`config.mk`:
```
export PLATFORM = sky130hd
export DESIGN_NAME = sha256_stream_hasher
export DESIGN_NICKNAME = d
export VERILOG_FILES = /design/src/design/sha256_pkg.sv /design/src/design/sha256_stream_hasher.sv /design/src/design/sha256_ram.sv /design/src/design/sha256_datapath.sv /design/src/design/sha256_ctrl.sv
export SDC_FILE = /design/constraint.sdc
export NUM_CORES = 2
export LEC_CHECK = 0
export BUFFER_PORTS_ARGS = -buffer_cell sky130_fd_sc_hd__buf_4
export CORE_ASPECT_RATIO = 1.1
export CORE_MARGIN = 1.5
export CORE_UTILIZATION = 29
export CTS_CLUSTER_DIAMETER = 50
export DETAILED_ROUTE_END_ITERATION = 7
export HOLD_SLACK_MARGIN = 0.05
export PLACE_DENSITY = 0.54
export SKIP_LAST_GASP = 1
export SYNTH_ARGS = -nofsm -noshare
export SYNTH_HDL_FRONTEND = slang
export SYNTH_HIERARCHICAL = 1
export SYNTH_SLANG_ARGS = --single-unit
```
`constraint.sdc`:
```
create_clock -name clk -period 17.1 [get_ports clk]
set_input_delay 3.42 -clock clk [delete_from_list [all_inputs] [get_ports clk]]
set_output_delay 3.42 -clock clk [all_outputs]
set_load 0.01 [all_outputs]
```
`src/design/sha256_pkg.sv`:
```
// shared types, constants and round functions for the sha-256 stream hasher
package sha256_pkg;

  localparam logic [31:0] IV [8] = '{
    32'h6a09e667, 32'hbb67ae85, 32'h3c6ef372, 32'ha54ff53a,
    32'h510e527f, 32'h9b05688c, 32'h1f83d9ab, 32'h5be0cd19
  };

  localparam logic [7:0] PAD_BYTE = 8'h80;
  localparam logic [5:0] LEN_POS  = 6'd56;

  typedef enum logic [1:0] {
    BS_ZERO = 2'd0,
    BS_DATA = 2'd1,
    BS_PAD  = 2'd2,
    BS_LEN  = 2'd3
  } byte_src_t;

  // controller to datapath
  typedef struct packed {
    logic      wr_byte;     // write a byte into the block buffer
    byte_src_t src;         // what the written byte is
    logic [5:0] wr_addr;
    logic [2:0] len_idx;    // which length byte
    logic      cnt_inc;     // bump message byte count
    logic      cnt_clr;
    logic      rd_en;       // read one schedule word from the buffer
    logic [3:0] rd_word;
    logic      load_wv;     // working vars <= chaining value
    logic      round_en;
    logic [5:0] round;
    logic      chain_add;
    logic      chain_init;
    logic [2:0] out_idx;
  } dp_cmd_t;

  function automatic logic [31:0] rotr(input logic [31:0] x, input int n);
    rotr = (x >> n) | (x << (32 - n));
  endfunction

  function automatic logic [31:0] round_k(input logic [5:0] i);
    logic [31:0] k [64];
    k = '{
      32'h428a2f98,32'h71374491,32'hb5c0fbcf,32'he9b5dba5,32'h3956c25b,32'h59f111f1,
      32'h923f82a4,32'hab1c5ed5,32'hd807aa98,32'h12835b01,32'h243185be,32'h550c7dc3,
      32'h72be5d74,32'h80deb1fe,32'h9bdc06a7,32'hc19bf174,32'he49b69c1,32'hefbe4786,
      32'h0fc19dc6,32'h240ca1cc,32'h2de92c6f,32'h4a7484aa,32'h5cb0a9dc,32'h76f988da,
      32'h983e5152,32'ha831c66d,32'hb00327c8,32'hbf597fc7,32'hc6e00bf3,32'hd5a79147,
      32'h06ca6351,32'h14292967,32'h27b70a85,32'h2e1b2138,32'h4d2c6dfc,32'h53380d13,
      32'h650a7354,32'h766a0abb,32'h81c2c92e,32'h92722c85,32'ha2bfe8a1,32'ha81a664b,
      32'hc24b8b70,32'hc76c51a3,32'hd192e819,32'hd6990624,32'hf40e3585,32'h106aa070,
      32'h19a4c116,32'h1e376c08,32'h2748774c,32'h34b0bcb5,32'h391c0cb3,32'h4ed8aa4a,
      32'h5b9cca4f,32'h682e6ff3,32'h748f82ee,32'h78a5636f,32'h84c87814,32'h8cc70208,
      32'h90befffa,32'ha4506ceb,32'hbef9a3f7,32'hc67178f2
    };
    round_k = k[i];
  endfunction

endpackage

```
`src/design/sha256_stream_hasher.sv`:
```
// top level of the byte-serial sha-256 stream hasher
// sha-256 over a byte stream: one word (byte) is taken per cycle while the
// 64-byte block fills; the 64th byte starts a compression (16 buffer reads,
// 64 rounds on a single round unit, one chaining add) during which no word is
// accepted. on end of message the padding is written into the block buffer one
// byte a cycle up to byte 63, then the final compression runs; when 56 or more
// bytes are pending a second zero/length block is written and one more
// compression follows. the digest leaves as eight 32-bit words, index 0 first,
// last_word set on index 7, after which the hasher is back at the initial
// chaining value with an empty length count.
module sha256_stream_hasher (
  input  logic        clk,
  input  logic        rst_n,
  input  logic        in_valid,
  output logic        in_ready,
  input  logic [7:0]  in_data_byte,
  input  logic        in_byte_present,
  input  logic        in_end_of_message,
  output logic        out_valid,
  input  logic        out_ready,
  output logic [31:0] out_digest_word,
  output logic [2:0]  out_word_index,
  output logic        out_last_word
);
  import sha256_pkg::*;

  dp_cmd_t cmd;

  // controller: handshakes, fill count, padding and round sequencing
  sha256_ctrl u_ctrl (
    .clk               (clk),
    .rst_n             (rst_n),
    .in_valid          (in_valid),
    .in_ready          (in_ready),
    .in_byte_present   (in_byte_present),
    .in_end_of_message (in_end_of_message),
    .out_valid         (out_valid),
    .out_ready         (out_ready),
    .out_word_index    (out_word_index),
    .out_last_word     (out_last_word),
    .cmd               (cmd)
  );

  // datapath: block buffer, schedule window, round unit, chaining value
  // the data byte goes straight into the buffer write mux
  sha256_datapath u_dp (
    .clk         (clk),
    .rst_n       (rst_n),
    .cmd         (cmd),
    .data_byte   (in_data_byte),
    .digest_word (out_digest_word)
  );

endmodule

```
`src/design/sha256_ram.sv`:
```
// generic single-port-write ram with registered read
module sha256_ram #(
  parameter int WIDTH = 8,
  parameter int DEPTH = 64
) (
  input  logic                     clk,
  input  logic                     wr_en,
  input  logic [$clog2(DEPTH)-1:0] wr_addr,
  input  logic [WIDTH-1:0]         wr_data,
  input  logic                     rd_en,
  input  logic [$clog2(DEPTH)-1:0] rd_addr,
  output logic [WIDTH-1:0]         rd_data
);

  logic [WIDTH-1:0] mem [DEPTH];

  always_ff @(posedge clk) begin
    if (wr_en) begin
      mem[wr_addr] <= wr_data;
    end
    if (rd_en) begin
      rd_data <= mem[rd_addr];
    end
  end

endmodule

```
`src/design/sha256_datapath.sv`:
```
// block buffer, message schedule, round logic, chaining value and length counter
module sha256_datapath (
  input  logic               clk,
  input  logic               rst_n,
  input  sha256_pkg::dp_cmd_t cmd,
  input  logic [7:0]         data_byte,
  output logic [31:0]        digest_word
);
  import sha256_pkg::*;

  logic [60:0] msg_cnt_r;
  logic [63:0] bits;
  logic [7:0]  wr_data;
  logic [7:0]  ram_q [4];
  logic [31:0] w_r [16];
  logic [31:0] wv_r [8];
  logic [31:0] cv_r [8];
  logic [31:0] w_cur, w_new, s0, s1, t1, t2, x2, x15;
  logic        rd_d_r;
  logic [3:0]  rd_word_d_r;

  assign bits = {msg_cnt_r, 3'b000};

  always_comb begin
    case (cmd.src)
      BS_DATA: wr_data = data_byte;
      BS_PAD:  wr_data = PAD_BYTE;
      BS_LEN:  wr_data = bits[8*(7-cmd.len_idx) +: 8];
      default: wr_data = 8'h00;
    endcase
  end

  // four byte lanes, one per byte of a big-endian word
  for (genvar g = 0; g < 4; g++) begin : g_lane
    sha256_ram #(.WIDTH(8), .DEPTH(16)) u_ram (
      .clk     (clk),
      .wr_en   (cmd.wr_byte && cmd.wr_addr[1:0] == 2'(g)),
      .wr_addr (cmd.wr_addr[5:2]),
      .wr_data (wr_data),
      .rd_en   (cmd.rd_en),
      .rd_addr (cmd.rd_word),
      .rd_data (ram_q[g])
    );
  end

  always_ff @(posedge clk) begin
    if (!rst_n) begin
      msg_cnt_r <= '0;
      rd_d_r    <= 1'b0;
    end else begin
      rd_d_r <= cmd.rd_en;
      if (cmd.cnt_clr) begin
        msg_cnt_r <= '0;
      end else if (cmd.cnt_inc) begin
        msg_cnt_r <= msg_cnt_r + 61'd1;
      end
    end
  end

  always_ff @(posedge clk) begin
    rd_word_d_r <= cmd.rd_word;
  end

  // message schedule as a 16-word shift window
  assign x2  = w_r[14];
  assign x15 = w_r[1];
  assign s1 = rotr(x2, 17) ^ rotr(x2, 19) ^ (x2 >> 10);
  assign s0 = rotr(x15, 7) ^ rotr(x15, 18) ^ (x15 >> 3);
  assign w_new = s1 + w_r[9] + s0 + w_r[0];
  assign w_cur = (cmd.round < 6'd16) ? w_r[cmd.round[3:0]] : w_new;

  always_ff @(posedge clk) begin
    if (rd_d_r) begin
      w_r[rd_word_d_r] <= {ram_q[0], ram_q[1], ram_q[2], ram_q[3]};
    end else if (cmd.round_en && cmd.round >= 6'd16) begin
      for (int i = 0; i < 15; i++) begin
        w_r[i] <= w_r[i+1];
      end
      w_r[15] <= w_new;
    end else if (cmd.round_en && cmd.round == 6'd15) begin
      // window is aligned so that w_r[0] is w[i-16] from round 16 on
    end
  end

  assign t1 = wv_r[7] + (rotr(wv_r[4], 6) ^ rotr(wv_r[4], 11) ^ rotr(wv_r[4], 25))
            + ((wv_r[4] & wv_r[5]) ^ (~wv_r[4] & wv_r[6])) + round_k(cmd.round) + w_cur;
  assign t2 = (rotr(wv_r[0], 2) ^ rotr(wv_r[0], 13) ^ rotr(wv_r[0], 22))
            + ((wv_r[0] & wv_r[1]) ^ (wv_r[0] & wv_r[2]) ^ (wv_r[1] & wv_r[2]));

  always_ff @(posedge clk) begin
    if (cmd.load_wv) begin
      wv_r <= cv_r;
    end else if (cmd.round_en) begin
      wv_r[7] <= wv_r[6];
      wv_r[6] <= wv_r[5];
      wv_r[5] <= wv_r[4];
      wv_r[4] <= wv_r[3] + t1;
      wv_r[3] <= wv_r[2];
      wv_r[2] <= wv_r[1];
      wv_r[1] <= wv_r[0];
      wv_r[0] <= t1 + t2;
    end
  end

  always_ff @(posedge clk) begin
    if (!rst_n || cmd.chain_init) begin
      cv_r <= IV;
    end else if (cmd.chain_add) begin
      for (int i = 0; i < 8; i++) begin
        cv_r[i] <= cv_r[i] + wv_r[i];
      end
    end
  end

  assign digest_word = cv_r[cmd.out_idx];

endmodule

```
`src/design/sha256_ctrl.sv`:
```
// controller state machine for byte intake, padding, compression and digest output
module sha256_ctrl (
  input  logic               clk,
  input  logic               rst_n,
  input  logic               in_valid,
  output logic               in_ready,
  input  logic               in_byte_present,
  input  logic               in_end_of_message,
  output logic               out_valid,
  input  logic               out_ready,
  output logic [2:0]         out_word_index,
  output logic               out_last_word,
  output sha256_pkg::dp_cmd_t cmd
);
  import sha256_pkg::*;

  typedef enum logic [6:0] {
    ST_IDLE  = 7'b0000001,
    ST_PAD   = 7'b0000010,  // writes 0x80, zeros and, when it fits, the length into the buffer
    ST_LOAD  = 7'b0000100,  // reads 16 words into the schedule window
    ST_ROUND = 7'b0001000,
    ST_ADD   = 7'b0010000,
    ST_OUT   = 7'b0100000,
    ST_FIN   = 7'b1000000
  } state_t;

  state_t     state_r, state_nxt;
  logic [5:0] fill_r, fill_nxt;     // bytes pending in the block
  logic [6:0] pos_r, pos_nxt;       // pad write position / load and round counter
  logic       fin_r, fin_nxt;       // compressing the final block
  logic       pad_r, pad_nxt;       // 0x80 already written
  logic [2:0] oidx_r, oidx_nxt;

  logic       acc;
  logic       full;

  assign in_ready  = (state_r == ST_IDLE);
  assign acc       = in_valid && in_ready;
  assign full      = in_byte_present && fill_r == 6'd63;
  assign out_valid = (state_r == ST_OUT);
  assign out_word_index = oidx_r;
  assign out_last_word  = (oidx_r == 3'd7);

  always_comb begin
    state_nxt = state_r;
    fill_nxt  = fill_r;
    pos_nxt   = pos_r;
    fin_nxt   = fin_r;
    pad_nxt   = pad_r;
    oidx_nxt  = oidx_r;
    cmd       = '0;
    cmd.src   = BS_ZERO;
    cmd.round = pos_r[5:0];
    cmd.rd_word = pos_r[3:0];
    cmd.out_idx = oidx_r;
    cmd.len_idx = pos_r[2:0];
    cmd.wr_addr = fill_r;
    case (state_r)
      ST_IDLE: begin
        if (acc) begin
          if (in_byte_present) begin
            cmd.wr_byte = 1'b1;
            cmd.src     = BS_DATA;
            cmd.cnt_inc = 1'b1;
            fill_nxt    = fill_r + 6'd1;
          end
          fin_nxt = in_end_of_message;
          pad_nxt = 1'b0;
          if (full) begin
            pos_nxt   = '0;
            state_nxt = ST_LOAD;
          end else if (in_end_of_message) begin
            pos_nxt   = {1'b0, fill_r} + {6'd0, in_byte_present};
            state_nxt = ST_PAD;
          end
        end
      end
      ST_PAD: begin
        // one byte a cycle from the current position to the end of the block
        cmd.wr_byte = 1'b1;
        cmd.wr_addr = pos_r[5:0];
        if (!pad_r) begin
          cmd.src = BS_PAD;
          pad_nxt = 1'b1;
        end else if (pos_r[5:0] >= LEN_POS && fin_r) begin
          cmd.src = BS_LEN;
        end
        if (!pad_r && pos_r[5:0] >= LEN_POS) begin
          fin_nxt = 1'b0;  // length goes in an extra block
        end
        if (pos_r[5:0] == 6'd63) begin
          if (!pad_r && pos_r[5:0] >= LEN_POS) begin
            fin_nxt = 1'b0;
          end
          pos_nxt   = '0;
          state_nxt = ST_LOAD;
        end else begin
          pos_nxt = pos_r + 7'd1;
        end
      end
      ST_LOAD: begin
        // read issue on counts 0..15, last word lands on count 16
        cmd.rd_en = (pos_r < 7'd16);
        if (pos_r == 7'd16) begin
          cmd.load_wv = 1'b1;
          pos_nxt     = '0;
          state_nxt   = ST_ROUND;
        end else begin
          pos_nxt = pos_r + 7'd1;
        end
      end
      ST_ROUND: begin
        cmd.round_en = 1'b1;
        if (pos_r == 7'd63) begin
          state_nxt = ST_ADD;
        end
        pos_nxt = pos_r + 7'd1;
      end
      ST_ADD: begin
        cmd.chain_add = 1'b1;
        fill_nxt      = '0;
        pos_nxt       = '0;
        if (!pad_r) begin
          state_nxt = fin_r ? ST_PAD : ST_IDLE;
        end else if (fin_r) begin
          oidx_nxt  = '0;
          state_nxt = ST_OUT;
        end else begin
          // padded block without length: a zero block carrying the length follows
          fin_nxt   = 1'b1;
          state_nxt = ST_FIN;
        end
      end
      ST_FIN: begin
        // zero fill of the extra block, byte 0 first, length in bytes 56 to 63; 0x80 already placed
        cmd.wr_byte = 1'b1;
        cmd.wr_addr = pos_r[5:0];
        cmd.src     = (pos_r[5:0] >= LEN_POS) ? BS_LEN : BS_ZERO;
        if (pos_r[5:0] == 6'd63) begin
          pos_nxt   = '0;
          state_nxt = ST_LOAD;
        end else begin
          pos_nxt = pos_r + 7'd1;
        end
      end
      ST_OUT: begin
        if (out_ready) begin
          oidx_nxt = oidx_r + 3'd1;
          if (oidx_r == 3'd7) begin
            cmd.chain_init = 1'b1;
            cmd.cnt_clr    = 1'b1;
            fill_nxt       = '0;
            state_nxt      = ST_IDLE;
          end
        end
      end
      default: begin
        state_nxt = ST_IDLE;
      end
    endcase
  end

  always_ff @(posedge clk) begin
    if (!rst_n) begin
      state_r <= ST_IDLE;
      fill_r  <= '0;
      pos_r   <= '0;
      fin_r   <= 1'b0;
      pad_r   <= 1'b0;
      oidx_r  <= '0;
    end else begin
      state_r <= state_nxt;
      fill_r  <= fill_nxt;
      pos_r   <= pos_nxt;
      fin_r   <= fin_nxt;
      pad_r   <= pad_nxt;
      oidx_r  <= oidx_nxt;
    end
  end

endmodule

```
# Word-level counts from Yosys, hierarchy flattened
# Memories as Yosys holds them, arrays and structs flattened. A register that Yosys moved wholly into a read port is not among the register bits.
# Cells that the tools add are included.
[word_totals]
rom_bits = 2048
ram_bits = 1024
ff_bits = 603
in_bits = 14
latch_bits = 0
output_inout_bits = 38
mem_count = 6
[op_classes]
muxes = 80
shift = 1
n_addsub = 24
n_div = 0
reduce_logical = 28
mul = 0
order_cmp = 6
n_eq_ne = 28
bitwise_logic = 30
[memory_table]
columns = ["name", "depth", "width", "rd", "rd_clocked_by_memory_dff", "wr", "line_no", "rtl"]
rows = [
  ["(name not given)", 64, 32, 1, 0, 0, "sha256_pkg.sv:56", "round_k = k[i];"],
  ["u_dp.w_r", 16, 32, 17, 1, 16, "sha256_datapath.sv:15", "logic [31:0] w_r [16];"],
  ["u_dp.g_lane[0].u_ram.mem", 16, 8, 1, 1, 1, "sha256_ram.sv:15", "logic [WIDTH-1:0] mem [DEPTH];"],
  ["u_dp.g_lane[1].u_ram.mem", 16, 8, 1, 1, 1, "sha256_ram.sv:15", ""],
  ["u_dp.g_lane[2].u_ram.mem", 16, 8, 1, 1, 1, "sha256_ram.sv:15", ""],
  ["u_dp.g_lane[3].u_ram.mem", 16, 8, 1, 1, 1, "sha256_ram.sv:15", ""],
]
[ops]
columns = ["cell", "count"]
rows = [
  ["$add 32x32->32", 18],
  ["$mux 256", 2],
  ["$xor 32x32->32", 9],
  ["$mux 32", 6],
  ["$and 32x32->32", 5],
  ["$mux 7", 15],
  ["$bmux 32 s3", 1],
  ["$shiftx 64x33->8", 1],
  ["$add 61x1->61 const B", 1],
  ["$pmux 7 s6", 1],
  ["$pmux 7 s5", 1],
  ["$not 32->32", 1],
  ["$or 10x32->32", 1],
  ["$or 13x32->32", 1],
  ["$or 14x32->32", 1],
  ["$or 15x32->32", 1],
  ["$or 19x32->32", 1],
  ["$or 21x32->32", 1],
  ["$or 25x32->32", 1],
  ["$or 26x32->32", 1],
  ["$or 30x32->32", 1],
  ["$or 7x32->32", 1],
  ["$reduce_or 32->1", 1],
  ["$xor 32x22->32", 1],
  ["other kinds (53)", 124],
]

# Longest topological paths before layout
# An unclocked memory read counts as a cell.
[depth]
word_depth = 12
ltp_mapped = 51
mapped_depth_nobuf = 51

# Cells and area by module
# The synthesis kept the hierarchy.
[modules_own_cells]
columns = ["module", "instances", "cells_per_inst", "area_each_um2"]
rows = [
  ["sha256_datapath", 1, 7225, 76354.5],
  ["sha256_ram", 4, 229, 5227.5],
  ["sha256_ctrl", 1, 258, 2026.9],
]

# Worst setup path after synthesis
# No wires, ideal clock.
[synth_path]
kind = "reg2reg"
start = "memory u_dp.w_r[14][20]"
end = "register u_dp/wv_r[255] (netlist name) (data pin)"
setup_time_ns = 0.263
required_time_ns = 16.837
slack_ns = 7.062
synth_period_minus_slack_ns = 10.038
arrival_time_ns = 9.775
stages_incl_launch_ff = 52
path_buffers = 0
cell_sequence = "edfxtp_1 xnor2_1 xnor2_1 fa_1 inv_1 fa_1 inv_1 ha_1 inv_1 fa_1 nor2b_1 o31a_1 o31a_1 o21ai_0 nand2b_1 a21o_1 a21oi_1 xnor2_1 [... 16 more ...] a21o_1 xor2_1 inv_1 fa_1 inv_1 ha_1 a21o_1 a21o_1 a21o_1 a32oi_1 o21ai_0 a31oi_1 o21ai_0 a211o_1 a21oi_1 xnor2_1 xnor2_1 o21ai_1"
[synth_lines]
columns = ["element", "line_no", "rtl"]
rows = [
  ["start: declaration", "sha256_datapath.sv:15", ""],
  ["end signal: assignment", "sha256_datapath.sv:92", "wv_r <= cv_r;"],
  ["end: declaration", "sha256_datapath.sv:16", "logic [31:0] wv_r [8];"],
]

==> metrics.cfg <==
[clock_tree]
cts_sinks=1659
postCtsHoldBufs=0
htree_levels=4
cts_made_buffers=224
cts_setup_buffers=0
cts-root-buf=clkbuf_16
post_cts_resized=0
clk_pin_slew_worst_paths_ps=60
clkLatencyLatePin_ps=900
ctsLongestPathBuffers=4
cts_tree=done

[yosys]
seq_area_frac_synth_pct=46.7
ys_ff_latch=1659
synth_top_cell_by_area=edfxtp_1
syn_area_um2=99300
synth_mux_area_share_pct=12.6
synth-simple-area-share_pct=7.96
synth_edf_count=1312
synth.distinct_cells=105
synth_most_common_cell=edfxtp_1
synthTopCellsByArea=edfxtp_1 40%, mux4_2 7.1%, dfxtp_1 7.0%
synth_ff_type=edfxtp_1
synth_fp_nets=9007
synth_common_cells=1312 x edfxtp_1, 689 x a21o_1, 539 x nor2_1, 490 x nand2_1, 467 x inv_1
synthArstFlopShare_pct=0
synth_warnings=6
syn_inst=8399
synth_xor_area_share_pct=5.47
avgSynthCellArea_um2=11.8
synth_top_family_by_area=compound AO/OA/AOI/OAI gates
yosysTopAreaCellShare_pct=39.7
synthAdderAreaFrac_pct=9.02
synth-compound-area-share_pct=14.4

[floorplanning]
die_area_um2=346000
io_pins=52
dieWidth_um=561
start_util_pct=29.1
rows=225
die_y_um=617
core_area_um2=341000

[setup_path]
slowest_delay_ps=510
worstPathRequired_ps=17660
path_max_fanout=6
crit_path_start_kind=flop
critical_path.slowest_cell=edfxtp_1
crit_type=flop to flop
cp.arrival_ps=12280
end_kind=flop
critPathMostFrequentCell=a21o_1

[grt]
grt_pass1_wl_mm=465
grt-ovfl-total=0
grt_max_degree=176
antenna_found_initial=7
grt_util_all_layers_pct=17.8
grt_pass1_vias=68801

[timing]
period_needed_ps=11720
hold_viol=0
fin_skew_ps=74.1
rsz0062_at_grt=no
finalSetupViolCount=0
max_clock_freq_mhz=85.3
setup_tns_ps=0
worst_slew_pin_slew_ps=1240
maxSlewViolCount=0
relSlewSlack_pct=16.9
timing.hold.ws_ps=495
post-route-period-util_pct=68.6

[placement]
gp_congestion=0.934
dp_hpwl_mm=224
portBuffers=51

[routing]
vias_per_cell=5.28
firstDrtPassIters=6
drc=0
num_vias=68753
ant_nets=0
drt-total-wl_mm=316
first_iter_violations=6092
routedWlPerCell_um=24.3

[finish]
area_delta_synth_final_pct=12.5
nets=8913
drive_above_1_share_pct=14.2

[pwr]
ir_drop_mv=0.176
power_density_nw_per_um2=164
power.leakage_nw=41.5

[run_status]
run_status=finished clean

[run]
cap_viol_max_count=0

[worst_hold_path]
hp-class=flop to flop

## path summary, 6_finish.rpt
| kind | from | endpoint | slack [ps] | depth (start not counted) |
|---|---|---|---|---|
| setup / recovery | u_dp/w_r[1][19]$_DFFE_PP_ | u_dp/wv_r[255]$_DFFE_PP_ | 5380 | 51 |
| hold / removal | u_dp/cv_r[63]$_SDFFE_PP0P_ | u_dp/cv_r[63]$_SDFFE_PP0P_ | 500 | 2 |
| setup reg to reg | u_dp/w_r[1][19]$_DFFE_PP_ | u_dp/wv_r[255]$_DFFE_PP_ | 5380 | 51 |
| hold reg to reg | u_dp/cv_r[63]$_SDFFE_PP0P_ | u_dp/cv_r[63]$_SDFFE_PP0P_ | 500 | 2 |
## placed cells by master, fill, tap and decap left out, types with 56 or more instances in the layout
master / synthesis / final
xor2_1: 230 / 230
edfxtp_1: 1312 / 1312
xnor2_1: 387 / 387
mux2_2: 261 / 261
nor2b_1: 57 / 56
and2_1: 60 / 60
inv_1: 467 / 465
nand3_1: 104 / 104
clkbuf_16: 0 / 224
o21bai_1: 74 / 74
mux4_1: 56 / 56
ha_1: 398 / 398
nor2_1: 539 / 536
mux4_2: 315 / 315
o21a_1: 58 / 58
nand2b_1: 81 / 79
a21oi_1: 426 / 426
dfxtp_1: 347 / 338
a22oi_1: 68 / 68
o21ai_0: 439 / 422
fa_1: 196 / 196
mux2i_1: 103 / 103
a21o_1: 689 / 689
nand2_1: 490 / 489
buf_4: 21 / 159
nor3_1: 108 / 108
## worst max-delay path, delay by kind of cell (launching register included)
kind	cells	cell delay [ps]
compound gates	24	4930
xor+xnor	6	1230
fa+ha+maj	10	3820
buf+inv	8	610
flops	1	510
simple gates	3	280
## logic make-up (layout without fill, tap and decap cells)
family / after synthesis / in the layout
compound gates: 2152 / 2152
simple gates: 1684 / 1684
flops: 1659 / 1659
buf+inv: 952 / 1036
mux: 735 / 735
xor+xnor: 618 / 618
fa+ha+maj: 599 / 599
other cells: 0 / 4
## where the power goes
| group | total (mW) | switching (mW) | internal (mW) | leakage [nW] |
|---|---|---|---|---|
| sequential | 4.94 | 0.119 | 4.82 | 14.7 |
| combinational | 8.66 | 5.11 | 3.54 | 23.2 |
| clock | 4.68 | 1.89 | 2.79 | 3.52 |
| total | 18.3 | 7.12 | 11.1 | 41.5 |
## area by class of cell
| type | instances | area [µm²] |
|---|---|---|
| flip-flops and latches | 1659 | 46400 |
| well taps | 4540 | 5680 |
| multi-input cells | 5788 | 49300 |
| clock inverters | 140 | 1530 |
| repair buffers | 163 | 1260 |
| inverters | 469 | 1770 |
| fillers | 34057 | 229000 |
| diodes | 4 | 10.0 |
| clock buffers | 264 | 5780 |
## per-layer routing
metal	vias up	share of wire (%)	wire length [µm]	global-route usage, %
met1	35170	42	134000	23.1
met2	2099	49	154000	30.4
li1	30975	-	-	-
met4	2	3.6	11200	6.01
met5	-	0.0041	13	0
met3	507	5.2	16400	2.25
## metrics by stage
step | util (%) | std cells | cell area, µm² | worst slack, ps | total power [mW]
final | 32.7 | 13027 | 112000 | 5380 | 18.3
after global routing | 32.7 | 13023 | 112000 | 4740 | 19.4
after CTS | 32.7 | 13022 | 112000 | 5440 | 18.3
after detailed placement | 30.6 | 12618 | 104000 | 5520 | 13.6
after global placement | 30.6 | 12618 | 104000 | 5400 | 13.5
after floorplan | - | 8399 | 99300 | 7060 | 11.3
## sequential cells by signal, indices dropped and copies added (netlist names)
signal,flops
u_ctrl/state_r,7
u_ctrl/pos_r,7
u_dp/rd_d_r,1
u_dp/w_r,512
u_dp/g_lane.u_ram/mem,512
u_ctrl/out_word_index,3
u_ctrl/fill_r,6
u_dp/wv_r,256
u_ctrl/fin_r,1
u_dp/cv_r,256
u_dp/rd_word_d_r,4
u_ctrl/pad_r,1
u_dp/g_lane.u_ram/rd_data,32
u_dp/msg_cnt_r,61
Note: power is estimated with default switching activity, not from simulation.
